`config.mk`:
```
export PLATFORM = sky130hd
export DESIGN_NAME = bsbc_decide
export DESIGN_NICKNAME = d
export VERILOG_FILES = /design/src/rtl/assert_macros.svh /design/src/rtl/bsbc_pkg.sv /design/src/rtl/bsbc_decide.sv
export SDC_FILE = /design/constraint.sdc
export NUM_CORES = 1
export LEC_CHECK = 0
export BUFFER_PORTS_ARGS = -buffer_cell sky130_fd_sc_hd__buf_2
export CAP_MARGIN = 20
export CORE_AREA = 2 2 259 261
export DETAILED_ROUTE_END_ITERATION = 6
export DIE_AREA = 0 0 261 263
export GPL_ROUTABILITY_DRIVEN = 0
export MAX_ROUTING_LAYER = met4
export PLACE_DENSITY = 0.4
export SYNTH_ARGS = -nofsm -noshare
export SYNTH_HDL_FRONTEND = slang
export SYNTH_SLANG_ARGS = --single-unit
export TNS_END_PERCENT = 20
```
`constraint.sdc`:
```
create_clock -name clk -period 1 [get_ports clk]
set_input_delay 0.2 -clock clk [delete_from_list [all_inputs] [get_ports clk]]
set_output_delay 0.2 -clock clk [all_outputs]
set_load 0.05 [all_outputs]
```
`src/rtl/assert_macros.svh`:
```
// assertion macros shared by the cull core
`ifndef ASSERT_MACROS_SVH
`define ASSERT_MACROS_SVH

// property checked on every clock edge outside reset
`define BSBC_ASSERT(name, prop, msg) \
	name: assert property (@(posedge clk) disable iff (!arst_n) prop) else $error(msg);

// antecedent this cycle implies consequent in the next cycle
`define BSBC_ASSERT_NEXT(name, ante, cons, msg) \
	name: assert property (@(posedge clk) disable iff (!arst_n) (ante) |=> (cons)) \
	else $error(msg);

`endif

```
`src/rtl/bsbc_pkg.sv`:
```
// types and constants of the box and swept box cull core
package bsbc_pkg;

	localparam int COORD_BITS   = 32;
	localparam int VEC_BITS     = 21;
	localparam int HALF_BITS    = 32;
	localparam int CFG_BITS     = 2 * HALF_BITS;
	localparam int ELEM_BITS    = 32;
	localparam int CFG_IDX_BITS = 3;
	localparam int DIFF_BITS    = COORD_BITS + 1;
	localparam int PROD_BITS    = DIFF_BITS + VEC_BITS + 1;

	typedef enum logic [CFG_IDX_BITS-1:0] {
		REG_SCAN_X = 3'd0,
		REG_SCAN_Y = 3'd1,
		REG_SCAN_Z = 3'd2,
		REG_SKEW_X = 3'd3,
		REG_SKEW_Y = 3'd4,
		REG_SKEW_Z = 3'd5,
		REG_SWEEP  = 3'd6,
		REG_MODE   = 3'd7
	} reg_idx_t;

	typedef logic signed [COORD_BITS-1:0] coord_t;
	typedef logic signed [DIFF_BITS-1:0]  diff_t;
	typedef logic signed [PROD_BITS-1:0]  prod_t;
	typedef logic [VEC_BITS-1:0]          vmag_t;

	typedef struct packed {
		coord_t [2:0] lo;
		coord_t [2:0] hi;
	} box_t;

	typedef struct packed {
		box_t          scan;
		box_t          skew;
		vmag_t [2:0]   vmag;
		logic  [2:0]   vneg;
		logic          is3d;
		logic          skew_en;
	} cfg_t;

	// verdict settled before the swept test
	typedef struct packed {
		logic decided;
		logic rej;
	} ctl_t;

	typedef struct packed {
		ctl_t         ctl;
		diff_t [2:0]  dlo;
		diff_t [2:0]  dhi;
	} s1_t;

	typedef struct packed {
		ctl_t  ctl;
		prod_t a1;
		prod_t b2;
		prod_t b1;
		prod_t a2;
		prod_t lo0_v2;
		prod_t hi2_v0;
		prod_t lo1_v2;
		prod_t hi2_v1;
		prod_t hi0_v2;
		prod_t lo2_v0;
		prod_t hi1_v2;
		prod_t lo2_v1;
	} s2_t;

endpackage

```
`src/rtl/bsbc_decide.sv`:
```
// stage three: swept test compares and the output register
module bsbc_decide
	import bsbc_pkg::*;
(
	input  logic clk,
	input  logic arst_n,
	input  logic s2_valid,
	input  s2_t  s2_data,
	output logic s2_ready,
	output logic res_valid,
	output logic reject,
	input  logic res_ready
);

	logic miss_xy;
	logic miss_lo;
	logic miss_hi;
	logic rej_d;
	logic v_s3;
	logic reject_s3;

	always_comb begin
		miss_xy = ($signed(s2_data.a1) > $signed(s2_data.b2))
			|| ($signed(s2_data.a2) < $signed(s2_data.b1));
		// the plane that binds the entry side picks the z check
		miss_lo = ($signed(s2_data.a1) > $signed(s2_data.b1))
			? ($signed(s2_data.lo0_v2) > $signed(s2_data.hi2_v0))
			: ($signed(s2_data.lo1_v2) > $signed(s2_data.hi2_v1));
		miss_hi = ($signed(s2_data.a2) < $signed(s2_data.b2))
			? ($signed(s2_data.hi0_v2) < $signed(s2_data.lo2_v0))
			: ($signed(s2_data.hi1_v2) < $signed(s2_data.lo2_v1));
		rej_d = s2_data.ctl.decided ? s2_data.ctl.rej : (miss_xy || miss_lo || miss_hi);
	end

	assign s2_ready = !v_s3 || res_ready;

	always_ff @(posedge clk or negedge arst_n) begin
		if (!arst_n) begin
			v_s3 <= 1'b0;
		end else if (s2_ready) begin
			v_s3 <= s2_valid;
		end
	end

	always_ff @(posedge clk) begin
		if (s2_ready) begin
			reject_s3 <= rej_d;
		end
	end

	assign res_valid = v_s3;
	assign reject    = reject_s3;

endmodule

```
==> results.py <==
metrics = {
    "floorplan": {
        "ios": 669,
        "coreArea_um2": 65600,
        "die_w_um": 261,
        "die_h_um": 263,
        "fp.dieArea_um2": 68600,
        "start_util": 0.161,
        "fp-row-count": 94,
    },
    "logic_synthesis": {
        "seq_area_frac_synth": 0.00520,
        "ys_ff_latch": 2,
        "synth_area_leaders": "ha_1 (52%), inv_1 (12%), a21oi_1 (6.8%), a21o_1 (5.0%), nand4_1 (4.8%)",
        "netlist_top_cells_count": "ha_1 (436), inv_1 (332), a21oi_1 (144)",
        "syn-instance-count": 1436,
        "synth_fp_nets": 2538,
        "avgSynthCellArea_um2": 7.37,
        "yosysTopAreaCell": "ha_1",
        "synthArstFlopShare": 0.500,
        "synth_top_flop_cell": "edfxtp_1",
        "syn_area_um2": 10600,
        "synth_most_common_cell": "ha_1",
        "synth_cell_type_count": 53,
        "synth-edff-count": 1,
        "yosys_warnings": 0,
        "yosysTopAreaCellShare": 0.515,
    },
    "detailed_routing": {
        "wl_mm": 56.3,
        "routedWlPerCell_um": 17.1,
        "dr.pass1.iters": 6,
        "routed_via_density": 4.20,
        "final_antenna_net_count": 0,
        "vias": 13799,
        "drc": 0,
        "drt_iter0_drc": 377,
    },
    "sta": {
        "fin_crit_sh": 2.66,
        "slew_headroom": 0.624,
        "slew_viol_final": 0,
        "setup_viol": 3,
        "setup_slack_ns": -1.66,
        "timing.fmax_ghz": 0.375,
        "finalSetupTns_ns": -1.79,
        "tightest_slew_ns": 0.560,
        "finalHoldViolCount": 0,
        "grt_setup_unrepaired": "yes",
        "min_period_ns": 2.66,
        "clock_skew_ns": 0.00256,
    },
    "critical_path": {
        "crit_start": "s2_data[641]",
        "cp_num_buf_inv": 4,
        "arrival_ns": 2.62,
        "crit_family": "simple AND/OR/NAND/NOR gates",
        "r2r-start": "res_valid$_DFFE_PN0P_",
        "endpoint_kind": "register",
        "cp_data_required_time_ns": 0.96,
        "cp-start-kind": "input pin",
        "cp_max_fo": 3,
        "crit_chain": "buf_6 > buf_6 > ha_4 > nand4_1 > nor4_2 > buf_4 > nand2_4 > nor4_4 > nor3_2 > o211ai_1 > mux2i_1 > buf_4 > a211oi_4 > a31oi_4 > a32oi_1",
        "worstSetupPathType": "input pin to register",
        "cpMaxStageDelayCell": "nor4_2",
        "max_stage_delay_ns": 0.34,
    },
    "pwr": {
        "power_mw": 8.10,
        "ir_worst_vdd_mv": 0.305,
        "p_leak_nw": 10.8,
        "power_density_nw_per_um2": 443,
    },
    "clock_network": {
        "clkSlewWorstSetupHoldPaths_ns": 0.03,
        "tritoncts": "yes",
        "clkLatencyLatePin_ns": 0.23,
        "cts_max_path_buffers": 2,
        "clockRootBuffer": "clkbuf_16",
        "cts_sinks": 2,
        "cts_made_buffers": 3,
        "htreeDepth": 1,
    },
    "hold_path": {
        "hold_start": "s2_valid",
        "min_path_type": "input pin to register",
    },
    "grt": {
        "grt_pass1_wl_mm": 82.8,
        "grt_pass1_vias": 15051,
        "gr-total-overflow": 0,
        "antenna_found_initial": 26,
        "grt_start_max_net_pins": 5,
        "groute.usage.overall": 0.162,
    },
    "final_layout": {
        "final_layout_size_suffix_gt1_frac": 0.443,
        "regArea_um2": 55.1,
        "multi_input_area_um2": 10000,
        "area_growth_pct": 72.8,
        "finish.utilization": 0.279,
        "final_nets": 3507,
        "n_fill_cell": 7336,
        "fin_area_um2": 18300,
    },
    "place": {
        "placed_cell_area_um2": 17500,
        "port_buffers": 668,
        "dp.final_hpwl_mm": 53.9,
    },
    "status": {
        "violations": "setup timing",
        "status": "finished with violations",
    },
    "job": {
        "cap_viol_max_count": 0,
    },
}
sequential cells by signal, indices dropped and copies added (netlist names):
| register | count |
|---|---|
| reject | 1 |
| res_valid | 1 |
metrics by stage:
| stage | setup WS, ns | hold WS [ns] | cells |
|---|---|---|---|
| floorplan | -1.16 | -0.0956 | 1436 |
| global placement | -3.08 | -0.00661 | 3260 |
| detailed placement | -2.61 | -0.00564 | 3261 |
| CTS | -1.87 | 0.164 | 3264 |
| global route | -1.88 | 0.195 | 3288 |
| finish | -1.66 | 0.170 | 3288 |
power by group:
group	switching [mW]	internal (mW)
registers	0.00496	0.0953
logic	3.46	3.89
clock network	0.122	0.527
total	3.58	4.52
placed cells by master, fill, tap and decap left out, drive strengths merged, types with 3 or more instances in the layout:
cell type	count
a211oi	23
a221oi	6
clkbuf	4
a21o	71
mux2i	4
nand4	81
a2111oi	10
o211ai	3
a21oi	144
o41ai	3
nand3b	3
nand3	45
and4	6
nor4	8
inv	332
nand2b	6
nand2	67
ha	436
nor3	23
o21ai	62
buf	963
nor2	44
diode	20
a31oi	5
o21bai	3
o21a	5
nor2b	13
final timing paths:
check                      cells past startpoint  slack, ns                    end
max                                           15      -1.66       reject$_DFFE_PP_
min                                            2       0.17  res_valid$_DFFE_PN0P_
max reg2reg                                    2       0.06       reject$_DFFE_PP_
min reg2reg                                    3       0.73  res_valid$_DFFE_PN0P_
max in group asynchronous                      2       0.59  res_valid$_DFFE_PN0P_
min in group asynchronous                      2       0.31  res_valid$_DFFE_PN0P_
cells by family after synthesis:
group,share of synthesized area
AOI/OAI and AO/OA,0.204
xor gates and xnor gates,0.00165
adders and majority gates,0.515
buffers and inverters,0.118
DFF,0.00520
muxes,0.00378
and+or+nand+nor,0.153
worst register-to-register path, stage by stage (launching register included):
cell,delay (ns)
dfrtp_1,0.38
nand2b_1,0.12
buf_4,0.15
repair_timing:
action	in CTS	in global routing
endpoints found under the hold margin	1	0
hold buffers	1	0
pin swaps	19	32
setup endpoints to repair	4	4
setup buffers	0	5
gates resized for setup	53	69
routing by layer:
metal	wire length, um	global-route usage	up-vias
li1	-	-	7126
met5	0	-	-
met1	23700	0.186	6191
met3	2690	0.0212	70
met4	1460	0.0436	0
met2	28400	0.291	412
cell type report:
cell class / count / area share
multi-input combinational: 1102 / 0.548
timing repair buffer: 964 / 0.314
inverter: 332 / 0.0692
tap: 864 / 0.0591
clock buffer: 4 / 0.00431
sequential: 2 / 0.00301
antenna: 20 / 0.00274
Power figures use the tool's default switching activity.
