<file path="config.mk">
export PLATFORM = sky130hd
export DESIGN_NAME = bsbc_front
export DESIGN_NICKNAME = d
export VERILOG_FILES = /design/src/rtl/assert_macros.svh /design/src/rtl/bsbc_pkg.sv /design/src/rtl/bsbc_front.sv
export SDC_FILE = /design/constraint.sdc
export NUM_CORES = 2
export LEC_CHECK = 0
export ABC_AREA = 1
export BUFFER_PORTS_ARGS = -buffer_cell sky130_fd_sc_hd__buf_4
export CAP_MARGIN = 20
export CORE_ASPECT_RATIO = 0.9
export CORE_MARGIN = 5
export CORE_UTILIZATION = 25
export DETAILED_ROUTE_END_ITERATION = 6
export HOLD_SLACK_MARGIN = 0.02
export MAX_ROUTING_LAYER = met4
export PLACE_DENSITY = 0.53
export SLEW_MARGIN = 20
export SYNTH_ARGS = -nofsm -noshare
export SYNTH_HDL_FRONTEND = slang
export SYNTH_SLANG_ARGS = --single-unit
</file>
<file path="constraint.sdc">
create_clock -name clk -period 7.65 [get_ports clk]
set_input_delay 1.53 -clock clk [delete_from_list [all_inputs] [get_ports clk]]
set_output_delay 1.53 -clock clk [all_outputs]
set_load 0.02 [all_outputs]
</file>
<file path="src/rtl/assert_macros.svh">
// assertion macros shared by the cull core
`ifndef ASSERT_MACROS_SVH
`define ASSERT_MACROS_SVH

// property checked on every clock edge outside reset
`define BSBC_ASSERT(name, prop, msg) \
	name: assert property (@(posedge clk) disable iff (!arst_n) prop) else $error(msg);

// antecedent this cycle implies consequent in the next cycle
`define BSBC_ASSERT_NEXT(name, ante, cons, msg) \
	name: assert property (@(posedge clk) disable iff (!arst_n) (ante) |=> (cons)) \
	else $error(msg);

`endif

</file>
<file path="src/rtl/bsbc_pkg.sv">
// types and constants of the box and swept box cull core
package bsbc_pkg;

	localparam int COORD_BITS   = 32;
	localparam int VEC_BITS     = 21;
	localparam int HALF_BITS    = 32;
	localparam int CFG_BITS     = 2 * HALF_BITS;
	localparam int ELEM_BITS    = 32;
	localparam int CFG_IDX_BITS = 3;
	localparam int DIFF_BITS    = COORD_BITS + 1;
	localparam int PROD_BITS    = DIFF_BITS + VEC_BITS + 1;

	typedef enum logic [CFG_IDX_BITS-1:0] {
		REG_SCAN_X = 3'd0,
		REG_SCAN_Y = 3'd1,
		REG_SCAN_Z = 3'd2,
		REG_SKEW_X = 3'd3,
		REG_SKEW_Y = 3'd4,
		REG_SKEW_Z = 3'd5,
		REG_SWEEP  = 3'd6,
		REG_MODE   = 3'd7
	} reg_idx_t;

	typedef logic signed [COORD_BITS-1:0] coord_t;
	typedef logic signed [DIFF_BITS-1:0]  diff_t;
	typedef logic signed [PROD_BITS-1:0]  prod_t;
	typedef logic [VEC_BITS-1:0]          vmag_t;

	typedef struct packed {
		coord_t [2:0] lo;
		coord_t [2:0] hi;
	} box_t;

	typedef struct packed {
		box_t          scan;
		box_t          skew;
		vmag_t [2:0]   vmag;
		logic  [2:0]   vneg;
		logic          is3d;
		logic          skew_en;
	} cfg_t;

	// verdict settled before the swept test
	typedef struct packed {
		logic decided;
		logic rej;
	} ctl_t;

	typedef struct packed {
		ctl_t         ctl;
		diff_t [2:0]  dlo;
		diff_t [2:0]  dhi;
	} s1_t;

	typedef struct packed {
		ctl_t  ctl;
		prod_t a1;
		prod_t b2;
		prod_t b1;
		prod_t a2;
		prod_t lo0_v2;
		prod_t hi2_v0;
		prod_t lo1_v2;
		prod_t hi2_v1;
		prod_t hi0_v2;
		prod_t lo2_v0;
		prod_t hi1_v2;
		prod_t lo2_v1;
	} s2_t;

endpackage

</file>
<file path="src/rtl/bsbc_front.sv">
// stage one: box overlap tests and oriented distances
module bsbc_front
	import bsbc_pkg::*;
(
	input  logic                 clk,
	input  logic                 arst_n,
	input  cfg_t                 cfg,
	input  logic                 elem_valid,
	output logic                 elem_ready,
	input  logic [ELEM_BITS-1:0] elem_low_x,
	input  logic [ELEM_BITS-1:0] elem_low_y,
	input  logic [ELEM_BITS-1:0] elem_low_z,
	input  logic [ELEM_BITS-1:0] elem_high_x,
	input  logic [ELEM_BITS-1:0] elem_high_y,
	input  logic [ELEM_BITS-1:0] elem_high_z,
	output logic                 s1_valid,
	output s1_t                  s1_data,
	input  logic                 s1_ready
);

	coord_t [2:0] el;
	coord_t [2:0] eh;
	logic         miss_scan;
	logic         miss_skew;
	s1_t          d_next;
	logic         v_s1;
	s1_t          d_s1;

	// true when the element box lies outside box b on some axis
	function automatic logic box_miss(box_t b, coord_t [2:0] lo, coord_t [2:0] hi);
		logic m;
		m = 1'b0;
		for (int a = 0; a < 3; a++) begin
			m = m || ($signed(lo[a]) > $signed(b.hi[a])) || ($signed(hi[a]) < $signed(b.lo[a]));
		end
		return m;
	endfunction

	always_comb begin
		el[0] = elem_low_x[COORD_BITS-1:0];
		el[1] = elem_low_y[COORD_BITS-1:0];
		el[2] = cfg.is3d ? coord_t'(elem_low_z[COORD_BITS-1:0]) : '0;
		eh[0] = elem_high_x[COORD_BITS-1:0];
		eh[1] = elem_high_y[COORD_BITS-1:0];
		eh[2] = cfg.is3d ? coord_t'(elem_high_z[COORD_BITS-1:0]) : '0;

		miss_scan = box_miss(cfg.scan, el, eh);
		miss_skew = box_miss(cfg.skew, el, eh);

		if (!cfg.skew_en) begin
			d_next.ctl.decided = 1'b1;
			d_next.ctl.rej     = miss_scan;
		end else if (miss_scan) begin
			d_next.ctl.decided = 1'b1;
			d_next.ctl.rej     = 1'b1;
		end else if (!miss_skew) begin
			d_next.ctl.decided = 1'b1;
			d_next.ctl.rej     = 1'b0;
		end else begin
			d_next.ctl.decided = 1'b0;
			d_next.ctl.rej     = 1'b0;
		end

		// negative sweep component flips the interval: [lo, hi] -> [-hi, -lo]
		for (int a = 0; a < 3; a++) begin
			d_next.dlo[a] = cfg.vneg[a]
				? diff_t'($signed(cfg.skew.lo[a])) - diff_t'($signed(eh[a]))
				: diff_t'($signed(el[a])) - diff_t'($signed(cfg.skew.hi[a]));
			d_next.dhi[a] = cfg.vneg[a]
				? diff_t'($signed(cfg.skew.hi[a])) - diff_t'($signed(el[a]))
				: diff_t'($signed(eh[a])) - diff_t'($signed(cfg.skew.lo[a]));
		end
	end

	assign elem_ready = !v_s1 || s1_ready;

	always_ff @(posedge clk or negedge arst_n) begin
		if (!arst_n) begin
			v_s1 <= 1'b0;
		end else if (elem_ready) begin
			v_s1 <= elem_valid;
		end
	end

	always_ff @(posedge clk) begin
		if (elem_ready) begin
			d_s1 <= d_next;
		end
	end

	assign s1_valid = v_s1;
	assign s1_data  = d_s1;

endmodule

</file>
==> run metrics <==
share of the synthesized area in the top cell type=0.196; Clock Sinks=201; Area growth syn-to-layout=24.1%; gr ovfl total=0; IO buf count=786; Detail Placement HPWL=176000 µm; setup slack, reg-to-reg=4.84 ns; Initial Util=0.252; sequential area share after synthesis=0.163; Detailed Route Iter0 Violations=3414; Placed Area=44800 µm²; die height=375 µm; ys async rst share=0.00498; # rows=133; CTS resizes=0; setup ws final=3.11 ns; share of post-route cells with drive strength above 1=0.151; cell type with the largest total area after synthesis=ha_1; IO Pins=850; WP data arrival=4.82 ns; CP Capture Type=register; initial antenna violation count=23; syn_nets=7167; Synth area leaders=ha_1 20%, edfxtp_1 16%, inv_1 12%; Pleak=24.0 nW; total power=6.41 mW; drt drc=0; RSZ-0062 raised after global routing=false; Post-synth EDFFs=200; Setup Buffers After CTS=0; vias after detailed routing=42000; Req. time, crit path=7.93 ns; vias per cell=4.86; Min Hold Slack=0.681 ns; antenna-violating nets left=0; post-synthesis instance area=36900 µm²; Tmin final=4.54 ns; Final Hold Viols=0; GRT Util Overall=0.247; Synth cell types=59; Mapped Cells=5928; total CTS buffers=31; outcome=complete, no violations; maximum clock insertion buffer count=3; Core Region=146000 µm²; die area=156000 µm²; CTS tree=done; R2R depth=3; Worst Max-Slew Pin Slew=1.01 ns; clock skew=0.0153 ns; Worst Setup Start Kind=input port; Rel. slew slack=0.316; Finished Cell Area=45800 µm²; critical-path maximum fanout=64; min-delay worst type=in2async; first-pass GRT wire length=279000 µm; Max-Cap Viols=0; GPL Wtd Cong=0.993; Fmax=220 MHz; vias in the first global route=39900; Slew Viols, Final=0; CTS Root Cell=clkbuf_16; Routed WL per cell=23.1 µm; YS warnings=0; Mapped Avg Cell Area=6.23 µm²; WL final=199000 µm; total negative slack=0 ns; Max IR drop VDD=0.000171 V; # hold bufs at CTS=0; pwr/cell area=140 nW/µm²; Nets=7880; synthesized flop and latch total=201; Tcrit/Tclk final=0.593; pre-CTS WS=2.46 ns; Final setup viols=0; Fillers=16400; Initial DRT Pass Iterations=7; Clock transition at path regs=0.06 ns; worst skew pair latency=0.64 ns; pin count of the biggest net entering global routing=65; Setup Crit Path Kind=in2reg; chip width=415 µm; Max H-tree Level=1; Top FF cell, synth=edfxtp_1
logic make-up after synthesis:
group	Yosys count	synth area share
xor gates and xnor gates	49	0.0116
adders and majority gates	591	0.203
AOI/OAI and AO/OA	1696	0.255
DFF	201	0.163
and+or+nand+nor	2047	0.227
muxes	6	0.00163
buffers and inverters	1338	0.139
worst paths after layout:
kind	startpoint	endpoint
worst max-delay path	cfg[1]	s1_data[95]$_DFFE_PP_
worst min-delay path	arst_n	s1_valid$_DFFE_PN0P_
worst max register to register	s1_valid$_DFFE_PN0P_	s1_data[85]$_DFFE_PP_
worst min register to register	s1_valid$_DFFE_PN0P_	s1_data[151]$_DFFE_PP_
max in group asynchronous	arst_n	s1_valid$_DFFE_PN0P_
min in group clk	s1_valid$_DFFE_PN0P_	s1_data[151]$_DFFE_PP_
cells in the final DEF, fill, tap and decap left out, types with 11 or more instances in the layout:
cell type,instances
o21ai_1,95
o21ai_2,11
a31oi_1,24
xnor2_1,14
nor3_1,40
inv_2,38
o21ai_0,513
o21a_1,31
o21bai_1,82
nand2_2,30
clkbuf_16,31
ha_1,579
buf_4,797
diode_2,11
nor2_1,581
a21boi_0,26
a211oi_1,13
a221oi_1,17
xor2_1,35
a21o_1,56
nand3_1,138
nor2_2,30
o211ai_1,22
a21oi_1,745
edfxtp_1,200
inv_1,1182
nand4_1,22
fa_1,12
nand2_1,1150
cell usage after synthesis, drive strengths merged, types with 3 or more instances:
| master | number |
|---|---|
| inv | 1219 |
| nand2 | 1184 |
| a21oi | 754 |
| o21ai | 619 |
| nor2 | 618 |
| ha | 579 |
| edfxtp | 200 |
| nand3 | 144 |
| o21bai | 85 |
| buf | 72 |
| a21o | 56 |
| nor3 | 48 |
| clkbuf | 45 |
| a21boi | 35 |
| xor2 | 35 |
| o21a | 31 |
| o211ai | 29 |
| a31oi | 25 |
| nand4 | 22 |
| a221oi | 17 |
| xnor2 | 14 |
| a211oi | 13 |
| fa | 12 |
| nand3b | 10 |
| nor4 | 10 |
| o22ai | 10 |
| o2111ai | 9 |
| or2 | 7 |
| mux2i | 6 |
| o211a | 3 |
| o221ai | 3 |
| o2bb2ai | 3 |
where the power goes:
| part | internal, mW | switching [mW] | leakage [nW] | total (mW) |
|---|---|---|---|---|
| Sequential | 1.43 | 0.0808 | 2.03 | 1.52 |
| Clock | 0.810 | 0.654 | 0.470 | 1.46 |
| Combinational | 1.13 | 2.30 | 21.5 | 3.43 |
final cells by class:
class                      count  area [µm²]  area share
antenna                       11        27.5    0.000600
sequential                   201        6030       0.132
clock inverter                23         199     0.00434
multi-input combinational   4389       25800       0.563
timing repair buffer         797        5980       0.131
clock buffer                  33         783      0.0171
tap                         1957        2450      0.0534
inverter                    1221        4580       0.100
registers in the layout (all words and copies together) (netlist names):
| name | count |
|---|---|
| s1_data | 200 |
| s1_valid | 1 |
critical path, stage by stage:
cell,delay [ns]
buf_4,0.60
nand2_1,0.16
inv_1,0.14
ha_1,0.33
a21oi_1,0.24
o21ai_0,0.16
a21oi_1,0.19
inv_1,0.11
nand2_1,0.07
nand2_1,0.17
nand2_1,0.11
o211ai_1,0.15
o21ai_0,0.42
o21ai_1,0.36
through the flow:
| step | utilization | cells |
|---|---|---|
| 2_1_floorplan | - | 5928 |
| 3_3_place_gp | 0.306 | 8565 |
| 3_5_place_dp | 0.306 | 8565 |
| 4_1_cts | 0.313 | 8621 |
| 5_1_grt | 0.313 | 8629 |
| 6_report | 0.313 | 8632 |
routing by layer:
layer  global-route usage  up-vias  routed length, µm
met2                0.436     1310              98200
met4               0.0552        0               5500
met1                0.309    19700              86400
li1                     -    20800                  -
met5                    -        -                  0
met3               0.0211      205               8980
(Power assumes the default switching activity.)
