`src/rtl/assert_macros.svh`:
```
// assertion macros shared by the cull core
`ifndef ASSERT_MACROS_SVH
`define ASSERT_MACROS_SVH

// property checked on every clock edge outside reset
`define BSBC_ASSERT(name, prop, msg) \
	name: assert property (@(posedge clk) disable iff (!arst_n) prop) else $error(msg);

// antecedent this cycle implies consequent in the next cycle
`define BSBC_ASSERT_NEXT(name, ante, cons, msg) \
	name: assert property (@(posedge clk) disable iff (!arst_n) (ante) |=> (cons)) \
	else $error(msg);

`endif

```
`src/rtl/bsbc_pkg.sv`:
```
// types and constants of the box and swept box cull core
package bsbc_pkg;

	localparam int COORD_BITS   = 32;
	localparam int VEC_BITS     = 21;
	localparam int HALF_BITS    = 32;
	localparam int CFG_BITS     = 2 * HALF_BITS;
	localparam int ELEM_BITS    = 32;
	localparam int CFG_IDX_BITS = 3;
	localparam int DIFF_BITS    = COORD_BITS + 1;
	localparam int PROD_BITS    = DIFF_BITS + VEC_BITS + 1;

	typedef enum logic [CFG_IDX_BITS-1:0] {
		REG_SCAN_X = 3'd0,
		REG_SCAN_Y = 3'd1,
		REG_SCAN_Z = 3'd2,
		REG_SKEW_X = 3'd3,
		REG_SKEW_Y = 3'd4,
		REG_SKEW_Z = 3'd5,
		REG_SWEEP  = 3'd6,
		REG_MODE   = 3'd7
	} reg_idx_t;

	typedef logic signed [COORD_BITS-1:0] coord_t;
	typedef logic signed [DIFF_BITS-1:0]  diff_t;
	typedef logic signed [PROD_BITS-1:0]  prod_t;
	typedef logic [VEC_BITS-1:0]          vmag_t;

	typedef struct packed {
		coord_t [2:0] lo;
		coord_t [2:0] hi;
	} box_t;

	typedef struct packed {
		box_t          scan;
		box_t          skew;
		vmag_t [2:0]   vmag;
		logic  [2:0]   vneg;
		logic          is3d;
		logic          skew_en;
	} cfg_t;

	// verdict settled before the swept test
	typedef struct packed {
		logic decided;
		logic rej;
	} ctl_t;

	typedef struct packed {
		ctl_t         ctl;
		diff_t [2:0]  dlo;
		diff_t [2:0]  dhi;
	} s1_t;

	typedef struct packed {
		ctl_t  ctl;
		prod_t a1;
		prod_t b2;
		prod_t b1;
		prod_t a2;
		prod_t lo0_v2;
		prod_t hi2_v0;
		prod_t lo1_v2;
		prod_t hi2_v1;
		prod_t hi0_v2;
		prod_t lo2_v0;
		prod_t hi1_v2;
		prod_t lo2_v1;
	} s2_t;

endpackage

```
`src/rtl/bsbc_regs.sv`:
```
// configuration registers with sweep vector split into magnitude and sign
module bsbc_regs
	import bsbc_pkg::*;
(
	input  logic                    clk,
	input  logic                    arst_n,
	input  logic                    cfg_we,
	input  logic [CFG_IDX_BITS-1:0] cfg_index,
	input  logic [CFG_BITS-1:0]     cfg_data,
	output cfg_t                    cfg
);

	cfg_t        cfg_q;
	coord_t      wr_lo;
	coord_t      wr_hi;
	vmag_t [2:0] wr_mag;
	logic  [2:0] wr_neg;

	always_comb begin
		wr_lo = cfg_data[COORD_BITS-1:0];
		wr_hi = cfg_data[HALF_BITS +: COORD_BITS];
		for (int a = 0; a < 3; a++) begin
			wr_neg[a] = cfg_data[a*VEC_BITS + VEC_BITS - 1];
			wr_mag[a] = wr_neg[a] ? (~cfg_data[a*VEC_BITS +: VEC_BITS] + vmag_t'(1))
				: cfg_data[a*VEC_BITS +: VEC_BITS];
		end
	end

	always_ff @(posedge clk or negedge arst_n) begin
		if (!arst_n) begin
			cfg_q <= '0;
		end else if (cfg_we) begin
			unique case (reg_idx_t'(cfg_index))
				REG_SCAN_X: begin
					cfg_q.scan.lo[0] <= wr_lo;
					cfg_q.scan.hi[0] <= wr_hi;
				end
				REG_SCAN_Y: begin
					cfg_q.scan.lo[1] <= wr_lo;
					cfg_q.scan.hi[1] <= wr_hi;
				end
				REG_SCAN_Z: begin
					cfg_q.scan.lo[2] <= wr_lo;
					cfg_q.scan.hi[2] <= wr_hi;
				end
				REG_SKEW_X: begin
					cfg_q.skew.lo[0] <= wr_lo;
					cfg_q.skew.hi[0] <= wr_hi;
				end
				REG_SKEW_Y: begin
					cfg_q.skew.lo[1] <= wr_lo;
					cfg_q.skew.hi[1] <= wr_hi;
				end
				REG_SKEW_Z: begin
					cfg_q.skew.lo[2] <= wr_lo;
					cfg_q.skew.hi[2] <= wr_hi;
				end
				REG_SWEEP: begin
					cfg_q.vmag <= wr_mag;
					cfg_q.vneg <= wr_neg;
				end
				REG_MODE: begin
					cfg_q.is3d    <= cfg_data[0];
					cfg_q.skew_en <= cfg_data[1];
				end
				default: begin
					cfg_q <= cfg_q;
				end
			endcase
		end
	end

	assign cfg = cfg_q;

endmodule

```
`config.mk`:
```
export PLATFORM = sky130hd
export DESIGN_NAME = bsbc_regs
export DESIGN_NICKNAME = d
export VERILOG_FILES = /design/src/rtl/assert_macros.svh /design/src/rtl/bsbc_pkg.sv /design/src/rtl/bsbc_regs.sv
export SDC_FILE = /design/constraint.sdc
export NUM_CORES = 1
export LEC_CHECK = 0
export BUFFER_PORTS_ARGS = -buffer_cell sky130_fd_sc_hd__buf_2
export CORE_ASPECT_RATIO = 0.5
export CORE_MARGIN = 2
export CORE_UTILIZATION = 47
export DETAILED_ROUTE_END_ITERATION = 10
export PLACE_DENSITY = 0.76
export SYNTH_ARGS = -nofsm -noshare
export SYNTH_HDL_FRONTEND = slang
export SYNTH_SLANG_ARGS = --single-unit
```
`constraint.sdc`:
```
create_clock -name clk -period 0.8 [get_ports clk]
set_input_delay 0.12 -clock clk [delete_from_list [all_inputs] [get_ports clk]]
set_output_delay 0.12 -clock clk [all_outputs]
set_load 0.01 [all_outputs]
```
==> results of run 1 <==
[cell type report]
| class | instances | area (um^2) |
|---|---|---|
| multi-input combinational | 748 | 8740 |
| tap | 530 | 663 |
| sequential | 452 | 11300 |
| clock inverter | 19 | 219 |
| timing repair buffer | 1162 | 11100 |
| antenna | 7 | 17.5 |
| inverter | 8 | 63.8 |
| fill | 1463 | 5570 |
| clock buffer | 52 | 1150 |
[per-stage QoR]
step           hold WS (ps)  area, um^2  TNS [ps]  total power, W
2_1_floorplan          -176       20800   -205400          0.0408
3_3_place_gp            118       25200   -285770          0.0493
3_5_place_dp            120       25200   -291200          0.0499
4_1_cts               -57.7       30500   -225750          0.0775
5_1_grt               -1.91       33300   -267270          0.0875
6_report              -13.2       33300   -255440          0.0853
[cell families (layout without fill, tap and decap cells)]
family | count (synthesis) | in the layout
xor gates and xnor gates | 42 | 42
DFF | 452 | 452
and+or+nand+nor | 199 | 201
buffers and inverters | 132 | 1241
other | 0 | 7
adders and majority gates | 3 | 3
muxes | 383 | 383
AOI/OAI and AO/OA | 119 | 119
[timing repair]
action | CTS | global route
gates resized for setup | 395 | 355
endpoints found under the hold margin | 534 | 12
hold buffers | 27 | 4
setup endpoints to repair | 876 | 890
gates cloned | 7 | 20
setup buffers | 240 | 195
pin swaps | 49 | 43
[power groups by stage]
stage / clock (W) / sequential (W) / combinational (W)
finish: 0.0213 / 0.0322 / 0.0318
global route: 0.0222 / 0.0325 / 0.0328
CTS: 0.0207 / 0.0309 / 0.0259
detailed placement: 0 / 0.0309 / 0.0190
global placement: 0 / 0.0308 / 0.0185
floorplan: 0 / 0.0331 / 0.00764
[metal layers]
metal	track usage [%]	vias up
li1	-	6848
met1	41.2	8890
met2	55.3	1282
met3	5.55	588
met4	22.2	2
met5	0	-
[cells in the final DEF, fill, tap and decap left out, types with 6 or more instances in the layout]
master           n
nand2_1         83
or4_4           10
diode_2          7
or3_1            7
buf_4          340
nor3_4           6
dfrtp_1        452
clkinv_2        10
o21ai_1         62
and3_1           9
nor3_1           9
clkbuf_16       59
buf_16           6
clkbuf_8         8
mux2_4         368
dlygate4sd3_1   25
buf_8           14
nand2_2         13
nor2_1           8
buf_6          462
o41ai_4         17
a211oi_1         6
buf_2          242
mux2i_1         10
o31ai_4         12
buf_12          53
nor3b_1          7
xor2_1          39
[worst max-delay path by stage]
stage | cells past startpoint | slack (ps) | end
2_1_floorplan | 6 | -780 | cfg[40]
3_3_place_gp | 7 | -910 | cfg[19]
3_5_place_dp | 6 | -950 | cfg[57]
4_1_cts | 2 | -520 | cfg[63]
5_1_grt | 1 | -610 | cfg[208]
6_report | 1 | -620 | cfg[208]
==> impl_metrics.toml, run 1 <==
[run_status]
status = "complete, but fails checks"
violations = "negative hold slack, negative setup slack"

[global_route]
grt_usage_pct = 33.5
antenna_found_initial = 10
grt_overflow = 0
grt_pass1_vias = 16500
grt_max_degree = 35
grt_pass1_wl_um = 104000

[critical_path]
crit_buf_inv = 1
crit_path_max_incr_delay_ps = 530
r2r_end = "cfg[22]"
critPathTopFamily = "flip-flops"
worstSetupStartpointType = "register"
reg2reg_slack_ps = -450
crit_path_top_delay_cell = "dfrtp_1"
crit_path_end_kind = "primary output"
r2r_cells = 4
regToRegStartpoint = "cfg[22]"
worst-path-max-fanout = 2
crit_arrival_ps = 1300
crit_type = "reg2out"
worstPathRequired_ps = 680
startpoint = "cfg[208]"
cp_cell_sequence = "buf_2"

[synthesis]
synth_top_family_by_area = "multiplexers"
synthArstFlopShare_pct = 100
avgSynthCellArea_um2 = 13.9
syn_nets = 1403
synth_top_cell_by_area = "dfrtp_1"
synthTopCellsByArea = "dfrtp_1 61%, mux2_2 22%, nand2_1 2.0%, xor2_1 1.8%, o21ai_0 1.4%"
synthTopCellsByCount = "452 x dfrtp_1, 365 x mux2_2, 97 x nand2_1, 65 x clkbuf_1, 52 x o21ai_0"
yosysMostFrequentCell = "dfrtp_1"
synthAdderAreaFrac_pct = 0.202
synth.area.mux_share_pct = 23.2
synth_compound_area_share_pct = 4.57
synthFlopType = "dfrtp_1"
yosys.area_share.simple_pct = 5.89
ys_seq_area_share_pct = 61.0
syn_inst = 1330
synth-edff-count = 0
synthesis.area_um2 = 18500
synth.top_cell.area_share_pct = 61.0
yosys_warnings = 0
synth_cell_types = 47
synth-seq-cells = 452
synthXorXnorAreaFrac_pct = 1.98

[die]
row_count = 51
die_width_um = 285
core_um2 = 38900
initial_core_util_pct = 47.7
io_pins = 522
dieArea_um2 = 41100
die_h_um = 144

[min_path]
worstHoldPathCells = 4
hold_class = "in2reg"
holdPathEnd = "cfg[53]"
hold_start = "cfg_data[47]"

[drt]
wl_per_cell_um = 30.2
route.detailed.drc = 0
firstDrtPassIters = 7
finalWirelength_um = 90100
routed_via_density = 5.91
wl_met2_um = 41200
first_iter_violations = 1782
dr_total_vias = 17600
met3_length_um = 8360
met1Wirelength_um = 31400
top_layer = "met5"
final_antenna_net_count = 0

[placed_design]
post-place-cells = 2497
gp_congestion = 0.882
dp_slack_ps = -947
hpwl_um = 43500
numPortBuffers = 521

[timing]
finalMaxSlewViolations = 0
min_period_ps = 1420
finalHoldViolCount = 3
fmax_mhz = 703
setup_slack_ps = -622
fin_hold_ws_ps = -13.2
rsz0062_at_grt = "yes"
finalCritPeriodShare_pct = 178
setup_violations = 884
worst_pin_slew_ps = 450
skew_ps = 0
relSlewSlack_pct = 69.7

[clocking]
cts_sinks = 452
cts_tree = "built"
clock_path_buffers = 3
cts_root_buf = "clkbuf_16"
clk_pin_slew_worst_paths_ps = 90
clk_latency_ps = 560
cts_buffers = 41
htree_levels = 2

[pwr]
power_density_nw_per_um2 = 2560
p_leak_nw = 16.8
clkPwrFrac_pct = 25.0
intPower_w = 0.0584
combPwrFrac_pct = 37.2
max-vdd-ir-drop_mv = 1.62
p_sw_w = 0.0269
pwr-share-seq_pct = 37.8
sw_frac_of_total_pct = 31.5

[layout]
drive_gt1_share_pct = 68.6
instances_no_fill = 2978
fin_util_pct = 85.7
largest_register_ffs = 452
num-nets-final = 2486
area_growth_pct = 79.6

[job]
maxCapViolCount = 0
(Power assumes the default switching activity.)
==> run 2, diff against run 1 <==
--- a/config.mk
+++ b/config.mk
@@ -7,7 +7,6 @@
 export LEC_CHECK = 0
 export BUFFER_PORTS_ARGS = -buffer_cell sky130_fd_sc_hd__buf_2
 export CORE_ASPECT_RATIO = 0.5
-export CORE_MARGIN = 2
 export CORE_UTILIZATION = 47
 export DETAILED_ROUTE_END_ITERATION = 10
 export PLACE_DENSITY = 0.76
==> run 2 against run 1 <==
Net effect:
- worst hold slack lost 0.92 ps
- cell count shrank 0.17%
- clock power down 2%
- global-route usage rose by 2.4 points
- the run still ends with negative hold slack, negative setup slack left
- largest power group unchanged
- setup slack worse by 66 ps
- wire length is 1.4% higher
- sequential cell count is the same
==> impl_metrics.toml, run 2 (synthesis results as in run 1) <==
[run_status]
status = "complete, but fails checks"
violations = "negative hold slack, negative setup slack"

[critical_path]
worstSetupStartpointType = "register"
path_depth = 1
worst-path-max-fanout = 2
reg2reg_slack_ps = -400
critPathTopFamily = "flip-flops"
r2r_end = "cfg[64]"
worstPathRequired_ps = 680
crit_type = "reg2out"
r2r_cells = 3
crit_buf_inv = 1
regToRegStartpoint = "cfg[64]"
endpoint = "cfg[285]"
crit_path_top_delay_cell = "dfrtp_1"
crit_arrival_ps = 1370
startpoint = "cfg[285]"
cp_cell_sequence = "buf_2"
crit_path_end_kind = "primary output"
crit_path_max_incr_delay_ps = 570

[global_route]
grt_overflow = 0
grt_pass1_vias = 16900
grt_pass1_wl_um = 107000
antenna_found_initial = 7
grt_usage_pct = 35.9
grt_max_degree = 64

[layout]
num-nets-final = 2493
largest_register_ffs = 452
layout_commonest_cell = "buf_6"
fillers = 1359
fin_util_pct = 87.5
area_growth_pct = 79.9
drive_gt1_share_pct = 68.2
stdcell_area_um2 = 33400
layout_common_cells = "463 x buf_6, 452 x dfrtp_1, 325 x mux2_4"

[clocking]
clk_pin_slew_worst_paths_ps = 90
htree_levels = 2
cts_buffers = 41
clk_latency_ps = 570
cts_tree = "built"
cts_root_buf = "clkbuf_16"
clock_path_buffers = 3
cts_sinks = 452

[die]
io_pins = 522
dieArea_um2 = 40300
row_count = 50
die_h_um = 142
initial_core_util_pct = 48.7
die_width_um = 283
core_um2 = 38100

[pwr]
power_density_nw_per_um2 = 2530
p_leak_nw = 16.6
p_total_w = 0.0845
max-vdd-ir-drop_mv = 1.48

[timing]
skew_ps = 0
finalMaxSlewViolations = 0
fin_hold_ws_ps = -14.1
relSlewSlack_pct = 52.6
worst_pin_slew_ps = 693
fmax_mhz = 672
setup_violations = 883
rsz0062_at_grt = "yes"
min_period_ps = 1490
finalHoldViolCount = 5
setup_slack_ps = -688
finalCritPeriodShare_pct = 186

[placed_design]
hpwl_um = 42800
numPortBuffers = 521
dp_slack_ps = -927
postPlaceCellArea_um2 = 25200
gp_congestion = 0.880

[drt]
dr_total_vias = 17700
finalWirelength_um = 91300
routed_via_density = 5.96
wl_per_cell_um = 30.7
route.detailed.drc = 0
firstDrtPassIters = 5
final_antenna_net_count = 0
first_iter_violations = 1884

[min_path]
hold_class = "in2async"

[job]
maxCapViolCount = 0
run 2: cell types whose count changed in the layout (fill, tap and decap cells not counted), sizes merged:
cell | previous run | this run
dlygate4sd3 | 25 | 33
clkinv | 11 | 4
dlymetal6s4s | 2 | 5
bufinv | 4 | 3
clkbuf | 70 | 71
diode | 7 | 8
run 2: cell type report:
| class | instances | area [um^2] | area share (%) |
|---|---|---|---|
| well taps | 520 | 651 | 1.95 |
| diodes | 8 | 20.0 | 0.0600 |
| clock buffers | 57 | 1160 | 3.47 |
| clock inverters | 11 | 146 | 0.439 |
| flip-flops and latches | 452 | 11300 | 33.9 |
| inverters | 8 | 68.8 | 0.206 |
| multi-input cells | 748 | 8630 | 25.9 |
| repair buffers | 1169 | 11400 | 34.1 |
run 2: how the worst min path moves through the flow:
stage | start | slack, ps | cells after the start | end
after floorplan | arst_n | -180 | 0 | cfg[0]
after global placement | arst_n | -40 | 1 | cfg[20]
after detailed placement | arst_n | -40 | 1 | cfg[20]
after CTS | cfg_data[61] | -70 | 4 | cfg[67]
after global routing | cfg_data[61] | -20 | 4 | cfg[67]
final | arst_n | -10 | 2 | cfg[20]
run 2: layer usage:
metal | vias up | GRT usage [%] | part of all wire [%]
met5 | - | 0 | 0
met4 | 0 | 22.2 | 9.3
met3 | 562 | 6.14 | 9.4
met2 | 1358 | 60.2 | 47
met1 | 8930 | 43.6 | 34
li1 | 6881 | - | -
run 2: report_power, final:
group | total, W | leakage [nW] | internal, W | switching [W]
Combinational | 0.0314 | 10.5 | 0.0187 | 0.0127
Sequential | 0.0323 | 5.47 | 0.0278 | 0.00443
Clock | 0.0208 | 0.634 | 0.0111 | 0.00974
Total | 0.0845 | 16.6 | 0.0576 | 0.0269
run 2: per-stage QoR:
| step | setup TNS (ps) | std cells |
|---|---|---|
| 2_1_floorplan | -205400 | 1330 |
| 3_3_place_gp | -287020 | 2476 |
| 3_5_place_dp | -290890 | 2476 |
| 4_1_cts | -221280 | 2829 |
| 5_1_grt | -264100 | 2971 |
| 6_report | -254500 | 2973 |
run 2: timing repair:
| item | 4_1_cts | 5_1_grt |
|---|---|---|
| setup buffers | 239 | 204 |
| gates resized for setup | 412 | 316 |
| gates cloned | 12 | 14 |
| hold buffers | 35 | 4 |
| endpoints found under the setup margin | 805 | 827 |
| pin swaps | 56 | 40 |
| hold endpoints to repair | 570 | 14 |
==> run 3, diff against run 2 <==
--- a/config.mk
+++ b/config.mk
@@ -10,6 +10,7 @@
 export CORE_UTILIZATION = 47
 export DETAILED_ROUTE_END_ITERATION = 10
 export PLACE_DENSITY = 0.76
+export REMOVE_ABC_BUFFERS = 1
 export SYNTH_ARGS = -nofsm -noshare
 export SYNTH_HDL_FRONTEND = slang
 export SYNTH_SLANG_ARGS = --single-unit
==> run 3 against run 2 <==
Net effect:
- the flow still finishes with violations (negative hold slack, negative setup slack)
- highest routed layer is now met5
- critical path type is now in2reg
- non-clock buffer count fell by 157
- critical endpoint is now cfg[43]
- setup slack got worse by 470 ps
- cell area fell by 5.4%
- wire length rose by 8.0%
- first-iteration DRC count rose by 22%
==> impl_metrics.toml, run 3 (synthesis results as in run 1) <==
[run_status]
status = "complete, but fails checks"
violations = "negative hold slack, negative setup slack"

[clocking]
cts_buffers = 41
cts_root_buf = "clkbuf_16"
clk_pin_slew_worst_paths_ps = 80
htree_levels = 2
postCtsHoldBufs = 30
cts_sinks = 452
cts_tree = "built"
clock_path_buffers = 3
clk_latency_ps = 550

[critical_path]
worstSetupStartpointType = "input pin"
worstPathRequired_ps = 1300
cp_cell_sequence = "buf_6 -> buf_6 -> buf_6 -> buf_6 -> nand4b_1 -> buf_4 -> buf_12 -> buf_12 -> nor3b_1 -> mux2i_1 -> nand2_1"
worst-path-max-fanout = 21
crit_arrival_ps = 2460
crit_path_end_kind = "register"
crit_path_max_incr_delay_ps = 780
crit_type = "in2reg"
crit_path_top_delay_cell = "nor3b_1"
crit_top_cell = "buf_6"

[timing]
worst_pin_slew_ps = 974
setup_violations = 903
setup_slack_ps = -1160
min_period_ps = 1960
relSlewSlack_pct = 34.9
finalHoldViolCount = 16
fmax_mhz = 511
finalSetupTns_ps = -329240
rsz0062_at_grt = "yes"
fin_hold_ws_ps = -33.8
finalCritPeriodShare_pct = 245
skew_ps = 0
finalMaxSlewViolations = 0

[layout]
drive_gt1_share_pct = 66.1
fin_util_pct = 82.8
fillers = 1527
layout_commonest_cell = "dfrtp_1"
num-nets-final = 2335
largest_register_ffs = 452
instances_no_fill = 2823
seqCellArea_um2 = 11300
layout_common_cells = "452 x dfrtp_1, 333 x buf_6, 284 x buf_4"
area_growth_pct = 70.2
multi_input_area_um2 = 8290
stdcell_area_um2 = 31600

[placed_design]
hpwl_um = 40200
post-place-cells = 2442
gp_congestion = 0.870
numPortBuffers = 521
postPlaceCellArea_um2 = 23200

[pwr]
p_leak_nw = 15.5
intPower_w = 0.0556
clkPwrFrac_pct = 26.8
sw_frac_of_total_pct = 33.0
pwr-share-seq_pct = 38.7
max-vdd-ir-drop_mv = 1.51
combPwrFrac_pct = 34.4
p_sw_w = 0.0274
power_density_nw_per_um2 = 2630

[global_route]
grt_pass1_wl_um = 95300
grt_overflow = 0
grt_max_degree = 61
grt_pass1_vias = 15500
grt_usage_pct = 31.5
antenna_found_initial = 8

[drt]
route.detailed.drc = 0
dr_total_vias = 18100
routed_via_density = 6.42
finalWirelength_um = 98600
wl_per_cell_um = 34.9
final_antenna_net_count = 0
firstDrtPassIters = 5
first_iter_violations = 2293

[die]
dieArea_um2 = 40300
die_width_um = 283
die_h_um = 142
initial_core_util_pct = 48.7
core_um2 = 38100
row_count = 50
io_pins = 522

[job]
maxCapViolCount = 0

[min_path]
hold_class = "in2reg"
==> run 3: final timing paths <==
path,start,endpoint,slack (ps),cells after the start
max,cfg_index[2],cfg[43],-1160,11
min,cfg_data[61],cfg[67],-30,4
max reg2reg,cfg[43],cfg[43],-440,4
min reg2reg,cfg[175],cfg[175],500,1
max in group asynchronous,arst_n,cfg[104],120,4
min in group asynchronous,arst_n,cfg[32],-10,2
==> run 3: final cells by class <==
class	instances	area share (%)
inverters	8	0.167
clock buffers	64	4.07
clock inverters	11	0.464
repair buffers	1012	31.1
well taps	520	2.06
flip-flops and latches	452	35.8
diodes	9	0.0714
multi-input cells	747	26.3
==> run 3: power groups by stage <==
stage,Combinational (W),Clock [W],Sequential (W)
floorplan,0.00491,0,0.0330
global placement,0.0162,0,0.0304
detailed placement,0.0166,0,0.0306
CTS,0.0217,0.0213,0.0308
global route,0.0292,0.0229,0.0323
finish,0.0286,0.0223,0.0322
==> run 3: repair_timing <==
action	CTS	global route
resized for setup	492	452
endpoints found under the setup margin	848	873
cloned	10	37
buffers inserted	114	150
pin swaps	40	56
endpoints found under the hold margin	584	13
==> run 3: layer usage <==
| metal | up-vias | share of wire [%] | GRT usage, % |
|---|---|---|---|
| li1 | 6559 | - | - |
| met1 | 8939 | 33 | 38.0 |
| met2 | 1846 | 44 | 53.3 |
| met3 | 763 | 12 | 5.06 |
| met4 | 6 | 10 | 19.6 |
| met5 | - | 0.11 | 0 |
==> run 3: critical path, delay by kind of cell <==
family / cells / cell delay, ps
simple gates: 3 / 1170
buf+inv: 7 / 920
mux: 1 / 220
==> run 3: through the flow <==
stage / total power [W] / setup slack [ps]
finish: 0.0831 / -1160
detailed placement: 0.0472 / -1020
CTS: 0.0738 / -515
global placement: 0.0466 / -1020
global route: 0.0845 / -1120
floorplan: 0.0379 / -4940
